===== src/design/rrbc_pkg.sv =====
// Shared types and constants for the ROM/RAM bank controller.
// No dependencies; rrbc_decode and the top level refer to it by scoped names.
`default_nettype none

package rrbc_pkg;

  // Memory window sizes and fixed codes
  localparam int unsigned RomWindowBits = 14;  // 0x4000 byte ROM window
  localparam int unsigned RamWindowBits = 13;  // 0x2000 byte RAM window
  localparam logic [7:0]  DisabledRead  = 8'hFF;
  localparam logic [3:0]  RamEnableKey  = 4'hA;
  localparam logic [7:0]  AdvancedMode  = 8'h01;

  // Reset values of the bank registers
  localparam logic [6:0]  RomBankReset  = 7'd1;
  localparam logic [1:0]  RamBankReset  = 2'd1;

  // Where a request lands
  typedef enum logic [1:0] {
    TGT_NONE    = 2'd0,  // register write or dropped RAM write
    TGT_MEM     = 2'd1,  // internal memory or ROM
    TGT_RAM     = 2'd2,  // external RAM
    TGT_RAM_OFF = 2'd3   // read of disabled external RAM
  } target_t;

  typedef enum logic {
    KIND_READ  = 1'b0,
    KIND_WRITE = 1'b1
  } kind_t;

  typedef struct packed {
    kind_t       kind;
    logic [15:0] bus_address;
    logic [7:0]  write_data;
  } req_t;

  typedef struct packed {
    target_t     target;
    logic        write_enable;
    logic [20:0] mem_address;
    logic [7:0]  data_out;
  } rsp_t;

  // Bank controller state handed between the top level and the decoder
  typedef struct packed {
    logic [6:0] rom_bank;
    logic [1:0] ram_bank;
    logic       ram_enable;
    logic       banking_mode;
  } bank_t;

endpackage

`default_nettype wire


===== src/design/rrbc_stream_if.sv =====
// Valid/ready stream channel with a typed payload.
// Payload types come from rrbc_pkg at the point of instantiation.
`default_nettype none

interface rrbc_stream_if #(
  parameter type payload_t = logic
);
  logic     valid;
  logic     ready;
  payload_t payload;

  modport source (output valid, output payload, input ready);
  modport sink   (input valid, input payload, output ready);
endinterface

`default_nettype wire


===== src/design/rrbc_decode.sv =====
// Combinational translation of one bus request and next bank register values.
// Depends on rrbc_pkg for request, response and bank state types.
`default_nettype none

module rrbc_decode (
  input  wire rrbc_pkg::req_t  req,
  input  wire rrbc_pkg::bank_t bank,
  output rrbc_pkg::rsp_t  rsp,
  output rrbc_pkg::bank_t bank_next
);

  logic [3:0]  region;
  logic [20:0] rom_address;
  logic [20:0] ram_address;
  logic [6:0]  rom_sel;
  logic [6:0]  rom_bank_raw;
  logic [6:0]  rom_bank_fixed;

  assign region = req.bus_address[15:12];

  // Map the switchable ROM window into the selected bank
  assign rom_sel     = bank.rom_bank - 7'd1;
  assign rom_address = {rom_sel, {rrbc_pkg::RomWindowBits{1'b0}}}
                     + {5'd0, req.bus_address};

  // Offset into external RAM, banked only in RAM banking mode
  assign ram_address = bank.banking_mode
                     ? {6'd0, bank.ram_bank, req.bus_address[12:0]}
                     : {8'd0, req.bus_address[12:0]};

  // Candidate ROM bank for a bank select write
  always_comb begin
    rom_bank_raw = bank.rom_bank;
    if (region[3:1] == 3'b001) begin
      if (bank.banking_mode) begin
        rom_bank_raw = {2'b00, req.write_data[4:0]};
      end else begin
        rom_bank_raw = {bank.rom_bank[6:5], req.write_data[4:0]};
      end
    end else begin
      rom_bank_raw = {req.write_data[1:0], bank.rom_bank[4:0]};
    end
  end

  // Bump banks 0x00, 0x20, 0x40 and 0x60 to the next one
  assign rom_bank_fixed = (rom_bank_raw[4:0] == 5'd0) ? (rom_bank_raw | 7'd1) : rom_bank_raw;

  // Response and register updates
  always_comb begin
    rsp       = '0;
    bank_next = bank;
    if (req.kind == rrbc_pkg::KIND_READ) begin
      case (region)
        4'h4, 4'h5, 4'h6, 4'h7: begin
          rsp.target      = rrbc_pkg::TGT_MEM;
          rsp.mem_address = rom_address;
        end
        4'hA, 4'hB: begin
          if (bank.ram_enable) begin
            rsp.target      = rrbc_pkg::TGT_RAM;
            rsp.mem_address = ram_address;
          end else begin
            rsp.target   = rrbc_pkg::TGT_RAM_OFF;
            rsp.data_out = rrbc_pkg::DisabledRead;
          end
        end
        default: begin
          rsp.target      = rrbc_pkg::TGT_MEM;
          rsp.mem_address = {5'd0, req.bus_address};
        end
      endcase
    end else begin
      case (region)
        4'h0, 4'h1: begin
          bank_next.ram_enable = (req.write_data[3:0] == rrbc_pkg::RamEnableKey);
        end
        4'h2, 4'h3: begin
          bank_next.rom_bank = rom_bank_fixed;
        end
        4'h4, 4'h5: begin
          if (bank.banking_mode) begin
            bank_next.ram_bank = req.write_data[1:0];
          end else begin
            bank_next.rom_bank = rom_bank_fixed;
          end
        end
        4'h6, 4'h7: begin
          bank_next.banking_mode = (req.write_data == rrbc_pkg::AdvancedMode);
        end
        4'hA, 4'hB: begin
          // Drop the write while external RAM is disabled
          if (bank.ram_enable) begin
            rsp.target       = rrbc_pkg::TGT_RAM;
            rsp.write_enable = 1'b1;
            rsp.mem_address  = ram_address;
            rsp.data_out     = req.write_data;
          end
        end
        default: begin
          rsp.target       = rrbc_pkg::TGT_MEM;
          rsp.write_enable = 1'b1;
          rsp.mem_address  = {5'd0, req.bus_address};
          rsp.data_out     = req.write_data;
        end
      endcase
    end
  end

endmodule

`default_nettype wire


===== src/design/rom_ram_bank_controller.sv =====
// Top level of the ROM/RAM bank controller: input register, bank registers,
// result register. Depends on rrbc_pkg, rrbc_stream_if and rrbc_decode.
//
//   channel  direction  payload                                       handshake
//   req      in         kind, bus_address, write_data                 valid/ready
//   rsp      out        target, write_enable, mem_address, data_out   valid/ready
//
// Each request yields one response: the request sits in the input register
// and passes through the decoder into the result register, which drives
// rsp.valid. Sustained rate is one request per cycle while rsp is not stalled;
// the bank registers update as a request leaves the input register, so the
// next request sees the new banks.
// Reset (rst, synchronous) empties both stages and loads the bank defaults.
// A stalled rsp holds both stages; req.ready drops only when both are full.
`default_nettype none

module rom_ram_bank_controller (
  input  wire logic      clk,
  input  wire logic      rst,
  rrbc_stream_if.sink    req,
  rrbc_stream_if.source  rsp
);

  logic            stage_valid;
  rrbc_pkg::req_t  stage_req;
  rrbc_pkg::bank_t bank;
  rrbc_pkg::bank_t bank_next;
  rrbc_pkg::rsp_t  result;
  logic            out_valid;
  rrbc_pkg::rsp_t  out_rsp;
  logic            out_free;
  logic            advance;

  // Stage moves forward when the result register is empty or being drained
  assign out_free  = !out_valid || rsp.ready;
  assign advance   = stage_valid && out_free;
  assign req.ready = !stage_valid || out_free;

  // Hold the accepted request
  always_ff @(posedge clk) begin
    if (rst) begin
      stage_valid <= 1'b0;
    end else if (req.ready) begin
      stage_valid <= req.valid;
    end
    if (req.valid && req.ready) begin
      stage_req <= req.payload;
    end
  end

  rrbc_decode u_decode (
    .req       (stage_req),
    .bank      (bank),
    .rsp       (result),
    .bank_next (bank_next)
  );

  // Update bank registers as the request completes
  always_ff @(posedge clk) begin
    if (rst) begin
      bank.rom_bank     <= rrbc_pkg::RomBankReset;
      bank.ram_bank     <= rrbc_pkg::RamBankReset;
      bank.ram_enable   <= 1'b0;
      bank.banking_mode <= 1'b0;
    end else if (advance) begin
      bank <= bank_next;
    end
  end

  // Result register
  always_ff @(posedge clk) begin
    if (rst) begin
      out_valid <= 1'b0;
    end else if (out_free) begin
      out_valid <= stage_valid;
    end
    if (advance) begin
      out_rsp <= result;
    end
  end

  assign rsp.valid   = out_valid;
  assign rsp.payload = out_rsp;

endmodule

`default_nettype wire


===== src/flat_wrapper.sv =====
// flat-port wrapper written by rule: the top's interface ports become plain ports
module rom_ram_bank_controller_flat 
  (clk, rst, req_valid, req_payload, req_ready, rsp_valid, rsp_payload, rsp_ready);
  rrbc_stream_if #(.payload_t(rrbc_pkg::req_t)) req_i ();
  rrbc_stream_if #(.payload_t(rrbc_pkg::rsp_t)) rsp_i ();
  input  wire logic clk;
  input  wire logic rst;
  input wire logic [$bits(req_i.valid)-1:0] req_valid;
  input wire logic [$bits(req_i.payload)-1:0] req_payload;
  output wire logic [$bits(req_i.ready)-1:0] req_ready;
  output wire logic [$bits(rsp_i.valid)-1:0] rsp_valid;
  output wire logic [$bits(rsp_i.payload)-1:0] rsp_payload;
  input wire logic [$bits(rsp_i.ready)-1:0] rsp_ready;
  assign req_i.valid = req_valid;
  assign req_i.payload = req_payload;
  assign req_ready = req_i.ready;
  assign rsp_valid = rsp_i.valid;
  assign rsp_payload = rsp_i.payload;
  assign rsp_i.ready = rsp_ready;
  rom_ram_bank_controller u_core (.clk(clk), .rst(rst), .req(req_i), .rsp(rsp_i));
endmodule

===== config.mk =====
export PLATFORM = sky130hd
export DESIGN_NAME = rom_ram_bank_controller_flat
export DESIGN_NICKNAME = d
export VERILOG_FILES = /design/src/design/rrbc_pkg.sv /design/src/design/rrbc_stream_if.sv /design/src/design/rrbc_decode.sv /design/src/design/rom_ram_bank_controller.sv /design/src/flat_wrapper.sv
export SDC_FILE = /design/constraint.sdc
export NUM_CORES = 1
export LEC_CHECK = 0
export ABC_CLOCK_PERIOD_IN_PS = 3300
export BUFFER_PORTS_ARGS = -buffer_cell sky130_fd_sc_hd__buf_2
export CORE_MARGIN = 2
export CORE_UTILIZATION = 45
export CTS_CLUSTER_DIAMETER = 80
export CTS_CLUSTER_SIZE = 12
export DETAILED_ROUTE_END_ITERATION = 8
export GPL_TIMING_DRIVEN = 0
export PLACE_DENSITY = 0.67
export SYNTH_ARGS = -nofsm -noshare
export SYNTH_HDL_FRONTEND = slang
export SYNTH_HIERARCHICAL = 1
export SYNTH_SLANG_ARGS = --single-unit

===== constraint.sdc =====
create_clock -name clk -period 3.3 [get_ports clk]
set_input_delay 0.33 -clock clk [delete_from_list [all_inputs] [get_ports clk]]
set_output_delay 0.33 -clock clk [all_outputs]
set_load 0.05 [all_outputs]

# After elaboration in Yosys (flattened, before gate mapping)
# Index checks and enable logic that the tools add are counted.
# word_totals
input_bits,29
wordCells,64
output_inout_bits,34
regBits,70
# op_classes
n_reduce_logical,20
n_eq_ne,13
add_sub_neg,2
n_mux,16
# op_table
op,n
$pmux W32 S2,1
$pmux W21 S2,1
$mux W32,1
$mux W15,2
$mux W29,1
$add A21 B16 Y21,1
$mux W7,3
$eq A4 B3 Y1 const B,4
$mux W8,2
$pmux W7 S2,1
$eq A4 B4 Y1 const B,3
$reduce_or A2 Y1,5
$eq A4 B2 Y1 const B,2
$eq A8 B1 Y1 const B,1
$reduce_and A4 Y1,2
$reduce_or A8 Y1,1
$sub A7 B1 Y7 const B,1
$reduce_and A3 Y1,2
$logic_not A5 Y1,1
$eq A4 B1 Y1 const B,1
$logic_not A4 Y1,1
$mux W2,2
$reduce_or A4 Y1,1
$eq A3 B1 Y1 const B,1
other kinds (6),10

# Logic depth before layout (Yosys ltp)
# Gate-level depths: netlist (run 1).
# logic_depth
ltp_word,6
depth_mapped,8
depth_no_buf,8

# By module
# Netlist (run 1), hierarchy kept.
# by_module_without_submodules
mod,n_inst,seq_area_each_um2,cells_per_inst,area_each_um2
rom_ram_bank_controller,1,1971.9,114,2289.7
rrbc_decode,1,0.0,131,888.4

# Worst setup path before layout (run 1)
# No wires, ideal clock.
# synth_timing
kind,register to register
from,"reg u_core.out_valid, in the netlist u_core/rsp.valid"
to,reg u_core/stage_req[0] (netlist bit) (enable)
synth_period_minus_slack_ps,2375
t_arrival_ps,1960
path_stages_with_launch,3
slack_ps,925
setup_time_ps,415
n_path_buf,0
t_required_ps,2885
cell_sequence,dfxtp_1 -> nor2b_4 -> a21oi_1
# synth_between
elab_chain_len,4
# synth_rtl
item,line_no,text
start: declaration,rom_ram_bank_controller.sv:29,logic out_valid;
start signal: assignment,rom_ram_bank_controller.sv:75,out_valid <= stage_valid;
$logic_not A1 Y1,rom_ram_bank_controller.sv:35,assign out_free = !out_valid || rsp.ready;
$logic_or A1 B1 Y1,rom_ram_bank_controller.sv:35,
$logic_or A1 B1 Y1,rom_ram_bank_controller.sv:37,assign req.ready = !stage_valid || out_free;
$logic_and A1 B1 Y1,rom_ram_bank_controller.sv:46,if (req.valid && req.ready) begin
end signal: assignment,rom_ram_bank_controller.sv:47,stage_req <= req.payload;
end: declaration,rom_ram_bank_controller.sv:25,rrbc_pkg::req_t stage_req;
# Every way passes these cells.
# A chain may end at the register's enable or synchronous reset.

# Worst setup path in the final report (run 1)
# layout_timing
from,reg u_core/stage_req[23] (netlist bit)
to,reg u_core/bank[10] (netlist name)
# layout_between
elab_chain_len,4
elab_cells_between_ends,13
cone_classes,eq/ne: 6; mux: 3; reduce/logical: 4
# layout_rtl
item,line_no,text
$eq A4 B3 Y1 (tied with other cells),rrbc_decode.sv:73,case (region)
$reduce_or A2 Y1 / $mux W7 (equally long branches),--,
$ne A2 B2 Y1 (no source line) (tied with other cells),--,
$reduce_and A4 Y1 (no source line) / $pmux W7 S2 (equally long branches),--,
# Several ways; a longest one is shown, not always the timed one. The select of a mux whose other input is x is not followed.

==> results of run 1 <==
## critical path, cell delays in order (launching register included)
cell and delay, ns:
sky130_fd_sc_hd__edfxtp_1 0.51, sky130_fd_sc_hd__clkbuf_1 0.26, sky130_fd_sc_hd__nor4b_1 0.46, sky130_fd_sc_hd__nand3_1 0.13
sky130_fd_sc_hd__a22o_1 0.22, sky130_fd_sc_hd__o21ai_1 0.08, sky130_fd_sc_hd__nand2b_1 0.07, sky130_fd_sc_hd__mux2i_1 0.13
## cells by family after synthesis
family	Yosys count	share of synthesized area [%]
flip-flops	70	62.0
adder cells (fa/ha/maj)	4	1.81
AO/OA/AOI/OAI	39	8.66
AND/OR/NAND/NOR	89	17.1
multiplexers	18	5.91
XOR/XNOR	5	1.38
buffers and inverters	20	3.11
## sequential cells by signal (all words and copies together), names as in the netlist
signal and flops:
u_core/rsp.payload 32, u_core/stage_req 25, u_core/bank 11, u_core/rsp.valid 1, u_core/stage_valid 1
## layout make-up
class / count / share of cell area (%)
Buffer: 11 / 1.71
Clock inverter: 7 / 1.28
Sequential cell: 70 / 51.9
Multi-Input combinational cell: 155 / 29.2
Timing Repair Buffer: 63 / 8.56
Clock buffer: 9 / 3.26
Tap cell: 96 / 3.16
Inverter: 9 / 0.889
## routing by layer
layer  share of wire [%]  wire length, um
met1                  44             2560
met2                  49             2840
met3                 5.3              309
met4                 1.2               72
met5                   0                0
## through the flow
stage | power, mW | area (sq um)
after floorplan | 1.18 | 3180
after global placement | 1.23 | 3610
after detailed placement | 1.24 | 3630
after CTS | 1.83 | 3800
after global routing | 1.89 | 3800
final | 1.81 | 3800
## power breakdown
part           switching, mW  internal (mW)  leakage [nW]
Combinational          0.135         0.0624         0.754
Clock                  0.323          0.272        0.0793
Sequential            0.0173           1.00         0.654
Total                  0.475           1.34          1.49
## path summary, 6_finish.rpt
path / slack, ns / start / end
worst min register to register: 0.47 / u_core/bank[0] / u_core/bank[0]
worst min-delay path: 0.16 / req_payload[11] / u_core/stage_req[11]
worst max-delay path: 1.38 / u_core/stage_req[23] / u_core/bank[10]
worst max register to register: 1.38 / u_core/stage_req[23] / u_core/bank[10]
## layout by cell type, fill, tap and decap left out, drive strengths merged, types with 2 or more instances in the layout
cell type / netlist / routed
a211oi: 2 / 2
a21o: 10 / 10
a21oi: 7 / 7
a22o: 3 / 3
and2: 13 / 13
buf: 2 / 65
clkbuf: 9 / 18
clkinv: 0 / 3
clkinvlp: 0 / 3
dfxtp: 13 / 13
edfxtp: 57 / 57
ha: 3 / 3
inv: 9 / 10
mux2: 6 / 6
mux2i: 12 / 12
nand2: 9 / 9
nand2b: 22 / 22
nand3: 4 / 4
nor2: 13 / 13
nor2b: 6 / 6
nor3: 3 / 3
nor3b: 4 / 4
nor4: 3 / 3
o211a: 2 / 2
o21ai: 8 / 8
o31a: 2 / 2
or3: 4 / 4
or4: 2 / 2
xnor2: 3 / 3
xor2: 2 / 2
==> results_dict.tcl, run 1 <==
set metrics [dict create \
    cts.clk_slew.worst_paths_ns 0.08 \
    relSlewSlack_pct 64.7 \
    pin_count 63 \
    critical_path.max_fanout 10 \
    n_antenna_cell 0 \
    r2r_cells 7 \
    hold_depth 1 \
    groute.layer.met1.usage_pct 20.0 \
    finalCriticalPeriod_ns 1.92 \
    synthesis.nets 278 \
    portBuffers 62 \
    regArea_sq_um 1970 \
    die_width_um 88.0 \
    synthToLayoutAreaGrowth_pct 19.6 \
    numCtsBuffers 9 \
    wl_per_cell_um 13.8 \
    insertion_delay_ns 0.33 \
    finalWorstSetupSlack_ns 1.38 \
    synth.yosys.seq_area_share_pct 62.0 \
    met3_usage_pct 5.28 \
    multi_input_area_sq_um 1110 \
    post_synth_most_frequent_cells "sky130_fd_sc_hd__edfxtp_1, sky130_fd_sc_hd__nand2b_1, sky130_fd_sc_hd__and2_1, sky130_fd_sc_hd__dfxtp_1, sky130_fd_sc_hd__nor2_1" \
    globalplace.congestion 0.791 \
    worst_hold_slack_ns 0.163 \
    tightestPinTransition_ns 0.524 \
    global_route_wire_length_before_repair_um 8810 \
    grt-busiest-layer "met2" \
    final-instance-count-excl-fill 420 \
    cts_hold_buffers 0 \
    total_leakage_power_nw 1.49 \
    totalWireLength_um 5780 \
    post_cts.resized_instances 0 \
    floorplan.die_area_sq_um 7750 \
    synthCells 245 \
    finish.utilization_pct 55.6 \
    initial_utilization_pct 46.5 \
    async_reset_ff_share_pct 0 \
    grt_util_met2_pct 23.3 \
    dp_worst_setup_slack_ns 1.38 \
    route.vias.total 2122 \
    grt_antenna_before_repair 0 \
    status "finished, final reports clean" \
    average_instance_area_after_synthesis_sq_um 13.0 \
    clk_root_buffer_cell "sky130_fd_sc_hd__clkbuf_8" \
    finish_stage_setup_viols 0 \
    maxSlewViolCount 0 \
    floorplan.die.height_um 88.0 \
    num_rows 30 \
    synthFlopType "sky130_fd_sc_hd__edfxtp_1" \
    dpl.cell_count 404 \
    cp-start-kind "register" \
    grt.overflow.total 0 \
    max-clock-path-buffers 2 \
    final_min_period_over_clock_period_pct 58.2 \
    yosys_warnings 6 \
    ir_worst_vdd_uv 269 \
    synthMostInstantiatedCell "sky130_fd_sc_hd__edfxtp_1" \
    drive_gt1_share_pct 29.0 \
    ys_ff_latch 70 \
    remaining_drc_errors 0 \
    maximum_number_of_pins_on_one_net_before_global_route_repair 42 \
    syn_area_sq_um 3180 \
    coreArea_sq_um 6830 \
    htreeDepth 3 \
    synth_enable_flop_cells 57 \
    timing.critical_path.arrival_ns 2.19 \
    drv.max_cap_violation_count 0 \
    vias_per_cell 5.05 \
    criticalPathCategory "reg2reg" \
    cts_setup_buffers 0 \
    end_kind "register" \
    min-delay-path-class "in2reg" \
    grt_setup_unrepaired "no" \
    groute.usage.overall_pct 15.3 \
    grt_pass1_vias 1879 \
    power_density_nw_per_um2 476 \
    fillers 625 \
    detail-route-antenna-nets 0 \
    synth_area_leaders "sky130_fd_sc_hd__edfxtp_1, sky130_fd_sc_hd__dfxtp_1, sky130_fd_sc_hd__nand2b_1" \
    final.setup.tns_ns 0 \
    cts.sinks 70 \
    required_ns 3.56 \
    finish.net_count 352 \
    clock_skew_ns 0.00502 \
    fmax_mhz 520 \
    dp_hpwl_um 4110 \
    timing.final.hold_violations 0 \
    dr.first_iter.drc_count 136 \
    cts_tree "done" \
    netlist.area_leader.share_pct 53.9 \
    synth.largest_area_cell "sky130_fd_sc_hd__edfxtp_1" \
    yosysUniqueCellTypes 46 \
    first_pass_iters 5 \
]
(Power assumes the default switching activity.)
==> run 2: changes to the inputs <==
--- a/config.mk
+++ b/config.mk
@@ -5,7 +5,7 @@
 export SDC_FILE = /design/constraint.sdc
 export NUM_CORES = 1
 export LEC_CHECK = 0
-export ABC_CLOCK_PERIOD_IN_PS = 3300
+export ABC_CLOCK_PERIOD_IN_PS = 2000
 export BUFFER_PORTS_ARGS = -buffer_cell sky130_fd_sc_hd__buf_2
 export CORE_MARGIN = 2
 export CORE_UTILIZATION = 45
==> constraint.sdc (replaced) <==
create_clock -name clk -period 2 [get_ports clk]
set_input_delay 0.2 -clock clk [delete_from_list [all_inputs] [get_ports clk]]
set_output_delay 0.2 -clock clk [all_outputs]
set_load 0.05 [all_outputs]
==> run 2 against run 1 <==
  * Largest cell class unchanged
  * Sequential power up 65%
  * Largest power group unchanged
  * Die area is the same
  * Highest routed layer unchanged
  * Hold slack got worse by 0.13 ns
==> results_dict.tcl, run 2 (synthesis gave the netlist of run 1 again) <==
set metrics [dict create \
    status "finished, final reports clean" \
    drive_gt1_share_pct 29.4 \
    relSlewSlack_pct 49.3 \
    htreeDepth 3 \
    cts_tree "done" \
    timing.critical_path.cells "clkbuf_1, nor4b_2, nand3_1, a22o_1, o21ai_1, nand2b_1, mux2i_1" \
    floorplan.die.height_um 88.0 \
    maxSlewViolCount 0 \
    largest_register_ffs 32 \
    cp-start-kind "register" \
    cts.clk_slew.worst_paths_ns 0.07 \
    global_route_wire_length_before_repair_um 8550 \
    maximum_number_of_pins_on_one_net_before_global_route_repair 42 \
    number_of_buffers_and_inverters_on_the_critical_path 1 \
    worst_hold_slack_ns 0.0340 \
    n_antenna_cell 0 \
    slowest_library_cell_on_the_worst_path "sky130_fd_sc_hd__edfxtp_1" \
    placed_area_sq_um 3610 \
    pin_count 63 \
    first_pass_iters 5 \
    p_switching_uw 752 \
    finalCriticalPeriod_ns 1.86 \
    globalplace.congestion 0.788 \
    floorplan.die_area_sq_um 7750 \
    die_width_um 88.0 \
    route.vias.total 2067 \
    grt_antenna_before_repair 0 \
    timing.rr.start "u_core/stage_req[23]" \
    end_kind "register" \
    synthToLayoutAreaGrowth_pct 21.7 \
    finish.net_count 351 \
    comb_power_share_pct 9.7 \
    clock_skew_ns 0.00833 \
    grt.overflow.total 0 \
    final_min_period_over_clock_period_pct 93.2 \
    holdCritStartpoint "req_payload[17]" \
    critical_path.max_fanout 10 \
    initial_utilization_pct 46.5 \
    finish_stage_setup_viols 0 \
    coreArea_sq_um 6830 \
    timing.final.hold_violations 0 \
    wl_per_cell_um 13.7 \
    numCtsBuffers 9 \
    num_rows 30 \
    remaining_drc_errors 0 \
    pwr-share-clk_pct 39.8 \
    min-delay-path-class "in2reg" \
    max-clock-path-buffers 2 \
    design_power_total_mw 3.33 \
    seq_power_share_pct 50.5 \
    final.setup.tns_ns 0 \
    criticalPathCategory "reg2reg" \
    grt_setup_unrepaired "no" \
    cellInternalPower_mw 2.58 \
    detail-route-antenna-nets 0 \
    dp_hpwl_um 4060 \
    swShare_pct 22.6 \
    fmax_mhz 537 \
    final_common_cell "sky130_fd_sc_hd__buf_2" \
    groute.usage.overall_pct 14.8 \
    ir_worst_vdd_uv 534 \
    fillers 594 \
    portBuffers 62 \
    timing.critical_path.arrival_ns 2.13 \
    commonest_cells_after_routing_fill_and_taps_aside "sky130_fd_sc_hd__buf_2, sky130_fd_sc_hd__edfxtp_1, sky130_fd_sc_hd__nand2b_1, sky130_fd_sc_hd__nor2_1, sky130_fd_sc_hd__and2_1" \
    totalWireLength_um 5740 \
    total_leakage_power_nw 1.52 \
    tightestPinTransition_ns 0.758 \
    insertion_delay_ns 0.34 \
    power_density_nw_per_um2 862 \
    grt_pass1_vias 1822 \
    cts.sinks 70 \
    dr.first_iter.drc_count 80 \
    clk_root_buffer_cell "sky130_fd_sc_hd__clkbuf_8" \
    critical_path.max_stage_delay_ns 0.51 \
    required_ns 2.26 \
    launch_point_of_the_critical_path "u_core/stage_req[23]" \
    final_design_area_no_fill_sq_um 3870 \
    vias_per_cell 4.93 \
    cpLargestDelayFamily "simple AND/OR/NAND/NOR gates" \
    drv.max_cap_violation_count 0 \
]
[run 2: cell types whose count changed in the layout (fill, tap and decap cells not counted), sizes merged]
cell / before / now
bufinv: 0 / 3
buf: 65 / 64
clkinvlp: 3 / 1
clkbuf: 18 / 19
inv: 10 / 9
clkinv: 3 / 2
[run 2: power groups by stage]
stage | logic (mW) | registers (mW) | clock network [mW]
floorplan | 0.119 | 1.83 | 0
global placement | 0.319 | 1.71 | 0
detailed placement | 0.323 | 1.72 | 0
CTS | 0.323 | 1.68 | 1.36
global route | 0.345 | 1.69 | 1.40
finish | 0.323 | 1.68 | 1.33
[run 2: path summary, 6_finish.rpt]
path / end / slack [ns] / cells past startpoint
worst max-delay path: u_core/bank[10] / 0.14 / 7
worst min-delay path: u_core/stage_req[17] / 0.03 / 1
worst min register to register: u_core/bank[7] / 0.47 / 2
worst max register to register: u_core/bank[10] / 0.14 / 7
[run 2: area by class of cell]
class,instances,area [sq um],share of cell area [%]
plain buffers,11,65.1,1.68
multi-input cells,155,1120,29.1
flip-flops and latches,70,1970,51.1
clock buffers,10,128,3.30
well taps,96,120,3.11
inverters,9,33.8,0.874
clock inverters,6,110,2.85
repair buffers,62,310,8.03
[run 2: layer usage]
| layer | up-vias | wire [um] | GRT usage (%) | part of all wire [%] |
|---|---|---|---|---|
| met1 | 973 | 2560 | 19.1 | 45 |
| met3 | 2 | 256 | 4.15 | 4.5 |
| li1 | 1037 | - | - | - |
| met4 | 0 | 32 | 6.20 | 0.56 |
| met5 | - | 0 | 0 | 0 |
| met2 | 55 | 2890 | 23.7 | 50 |
[run 2: through the flow]
step           instances  utilization (%)  setup slack [ns]
2_1_floorplan        245                -             0.185
3_3_place_gp         403             52.9             0.113
3_5_place_dp         403             52.9            0.0848
4_1_cts              419             56.4            0.0548
5_1_grt              419             56.6            0.0176
6_report             419             56.6             0.137
[run 2: worst register-to-register path: stages (launching register included)]
cell and delay (ns):
sky130_fd_sc_hd__edfxtp_1 0.51, sky130_fd_sc_hd__clkbuf_1 0.28, sky130_fd_sc_hd__nor4b_2 0.39, sky130_fd_sc_hd__nand3_1 0.11, sky130_fd_sc_hd__a22o_1 0.21, sky130_fd_sc_hd__o21ai_1 0.08, sky130_fd_sc_hd__nand2b_1 0.07, sky130_fd_sc_hd__mux2i_1 0.14
[run 2: timing repair]
item                       4_1_cts  5_1_grt
buffers inserted                 0        0
hold buffers                     0        0
resized for setup                0        3
setup endpoints to repair        0        3
==> run 3: changes to the inputs <==
--- a/config.mk
+++ b/config.mk
@@ -5,7 +5,7 @@
 export SDC_FILE = /design/constraint.sdc
 export NUM_CORES = 1
 export LEC_CHECK = 0
-export ABC_CLOCK_PERIOD_IN_PS = 2000
+export ABC_CLOCK_PERIOD_IN_PS = 2100
 export BUFFER_PORTS_ARGS = -buffer_cell sky130_fd_sc_hd__buf_2
 export CORE_MARGIN = 2
 export CORE_UTILIZATION = 45
==> constraint.sdc (replaced) <==
create_clock -name clk -period 2.1 [get_ports clk]
set_input_delay 0.42 -clock clk [delete_from_list [all_inputs] [get_ports clk]]
set_output_delay 0.42 -clock clk [all_outputs]
set_load 0.05 [all_outputs]
==> run 3 against run 2 <==
  * Combinational power decreased by 5%
  * First-iteration DRC count increased by 2.5%
  * Sequential cell count unchanged
  * Die area unchanged
  * Clock power decreased by 5%
  * Global-route usage unchanged
  * Worst setup slack improved by 0.026 ns
  * Largest cell class unchanged
==> results_dict.tcl, run 3 (synthesis gave the netlist of run 1 again) <==
set metrics [dict create \
    status "finished, final reports clean" \
    num_rows 30 \
    floorplan.die_area_sq_um 7750 \
    synthToLayoutAreaGrowth_pct 21.4 \
    groute.usage.overall_pct 14.8 \
    end_kind "register" \
    timing.rr.start "u_core/bank[5]" \
    clk_root_buffer_cell "sky130_fd_sc_hd__clkbuf_8" \
    grt_antenna_before_repair 0 \
    relSlewSlack_pct 49.3 \
    cts_hold_buffers 0 \
    vias_per_cell 4.92 \
    floorplan.die.height_um 88.0 \
    p_switching_uw 716 \
    timing.critical_path.arrival_ns 2.02 \
    detail-route-antenna-nets 0 \
    swShare_pct 22.6 \
    wl_per_cell_um 13.7 \
    critical_path.max_fanout 7 \
    cts.sinks 70 \
    worst_setup_path_endpoint "u_core/rsp.payload[27]" \
    max-clock-path-buffers 2 \
    numCtsBuffers 9 \
    total_leakage_power_nw 1.52 \
    insertion_delay_ns 0.34 \
    required_ns 2.18 \
    r2r_setup_slack_ns 0.16 \
    htreeDepth 3 \
    final_min_period_over_clock_period_pct 92.2 \
    fmax_mhz 516 \
    largest_register_ffs 32 \
    worstReg2RegEnd "u_core/rsp.payload[27]" \
    final.setup.tns_ns 0 \
    post_cts.resized_instances 0 \
    drv.max_cap_violation_count 0 \
    tightestPinTransition_ns 0.758 \
    finalWorstSetupSlack_ns 0.163 \
    power_density_nw_per_um2 823 \
    maximum_number_of_pins_on_one_net_before_global_route_repair 42 \
    remaining_drc_errors 0 \
    dp_hpwl_um 4060 \
    ir_worst_vdd_uv 509 \
    final_common_cell "sky130_fd_sc_hd__buf_2" \
    coreArea_sq_um 6830 \
    global_route_wire_length_before_repair_um 8550 \
    first_pass_iters 4 \
    totalWireLength_um 5750 \
    globalplace.congestion 0.788 \
    finish.net_count 351 \
    clock_skew_ns 0.00832 \
    timing.final.hold_violations 0 \
    comb_power_share_pct 9.7 \
    seq_power_share_pct 50.5 \
    cts.clk_slew.worst_paths_ns 0.07 \
    r2r_cells 8 \
    dp_worst_setup_slack_ns 0.136 \
    grt_setup_unrepaired "no" \
    finish_stage_setup_viols 0 \
    cts_tree "done" \
    launch_point_of_the_critical_path "u_core/bank[5]" \
    cellInternalPower_mw 2.46 \
    finalCriticalPeriod_ns 1.94 \
    grt.overflow.total 0 \
    maxSlewViolCount 0 \
    cts_setup_buffers 0 \
    n_antenna_cell 0 \
    min-delay-path-class "in2reg" \
    criticalPathCategory "reg2reg" \
    drive_gt1_share_pct 28.5 \
    die_width_um 88.0 \
    initial_utilization_pct 46.5 \
    cp-start-kind "register" \
    portBuffers 62 \
    dr.first_iter.drc_count 82 \
    route.vias.total 2061 \
    pwr-share-clk_pct 39.8 \
    grt_pass1_vias 1822 \
    commonest_cells_after_routing_fill_and_taps_aside "sky130_fd_sc_hd__buf_2, sky130_fd_sc_hd__edfxtp_1, sky130_fd_sc_hd__nand2b_1" \
    pin_count 63 \
]
[run 3: power by group through the flow]
stage                     sequential (mW)  combinational [mW]  clock, mW
after floorplan                      1.74               0.113          0
after global placement               1.63               0.304          0
after detailed placement             1.63               0.307          0
after CTS                            1.60               0.308       1.29
after global routing                 1.61               0.328       1.34
final                                1.60               0.307       1.26
[run 3: metal layers]
layer	vias to the layer above	part of all wire, %	GRT usage (%)
met1	967	45	19.1
met5	-	0	0
li1	1037	-	-
met2	55	50	23.7
met3	2	4.5	4.15
met4	0	0.56	6.20
[run 3: area by class of cell]
type                    count  area (sq um)
plain buffers              11          65.1
clock buffers              10           128
clock inverters             6           110
fillers                   597          2970
inverters                   9          33.8
multi-input cells         155          1120
flip-flops and latches     70          1970
well taps                  96           120
repair buffers             62           310
[run 3: metrics by stage]
| step | util [%] | hold WS [ns] | instance area, sq um | cells | total power [mW] |
|---|---|---|---|---|---|
| 6_report | 56.5 | 0.254 | 3860 | 419 | 3.17 |
| 5_1_grt | 56.5 | 0.240 | 3860 | 419 | 3.27 |
| 4_1_cts | 56.4 | 0.236 | 3850 | 419 | 3.20 |
| 3_5_place_dp | 52.9 | 0.461 | 3610 | 403 | 1.94 |
| 3_3_place_gp | 52.9 | 0.458 | 3610 | 403 | 1.94 |
| 2_1_floorplan | - | 0.447 | 3180 | 245 | 1.85 |
[run 3: worst min-delay path by stage]
stage | from | endpoint | slack, ns | depth (start not counted)
global placement | u_core/bank[7] | u_core/bank[7] | 0.46 | 2
floorplan | u_core/bank[0] | u_core/bank[0] | 0.45 | 2
detailed placement | u_core/bank[0] | u_core/bank[0] | 0.46 | 2
finish | req_payload[17] | u_core/stage_req[17] | 0.25 | 1
global route | req_payload[16] | u_core/stage_req[16] | 0.24 | 1
CTS | req_payload[3] | u_core/stage_req[3] | 0.24 | 1
[run 3: worst max-delay path, cell delays in order, from the launching register on]
cell and delay, ns:
sky130_fd_sc_hd__dfxtp_1 0.44, sky130_fd_sc_hd__inv_1 0.11, sky130_fd_sc_hd__ha_1 0.29, sky130_fd_sc_hd__inv_1 0.06, sky130_fd_sc_hd__ha_1 0.27, sky130_fd_sc_hd__a21o_1 0.12
sky130_fd_sc_hd__nand2_1 0.09, sky130_fd_sc_hd__a211oi_1 0.23, sky130_fd_sc_hd__nor3_1 0.08
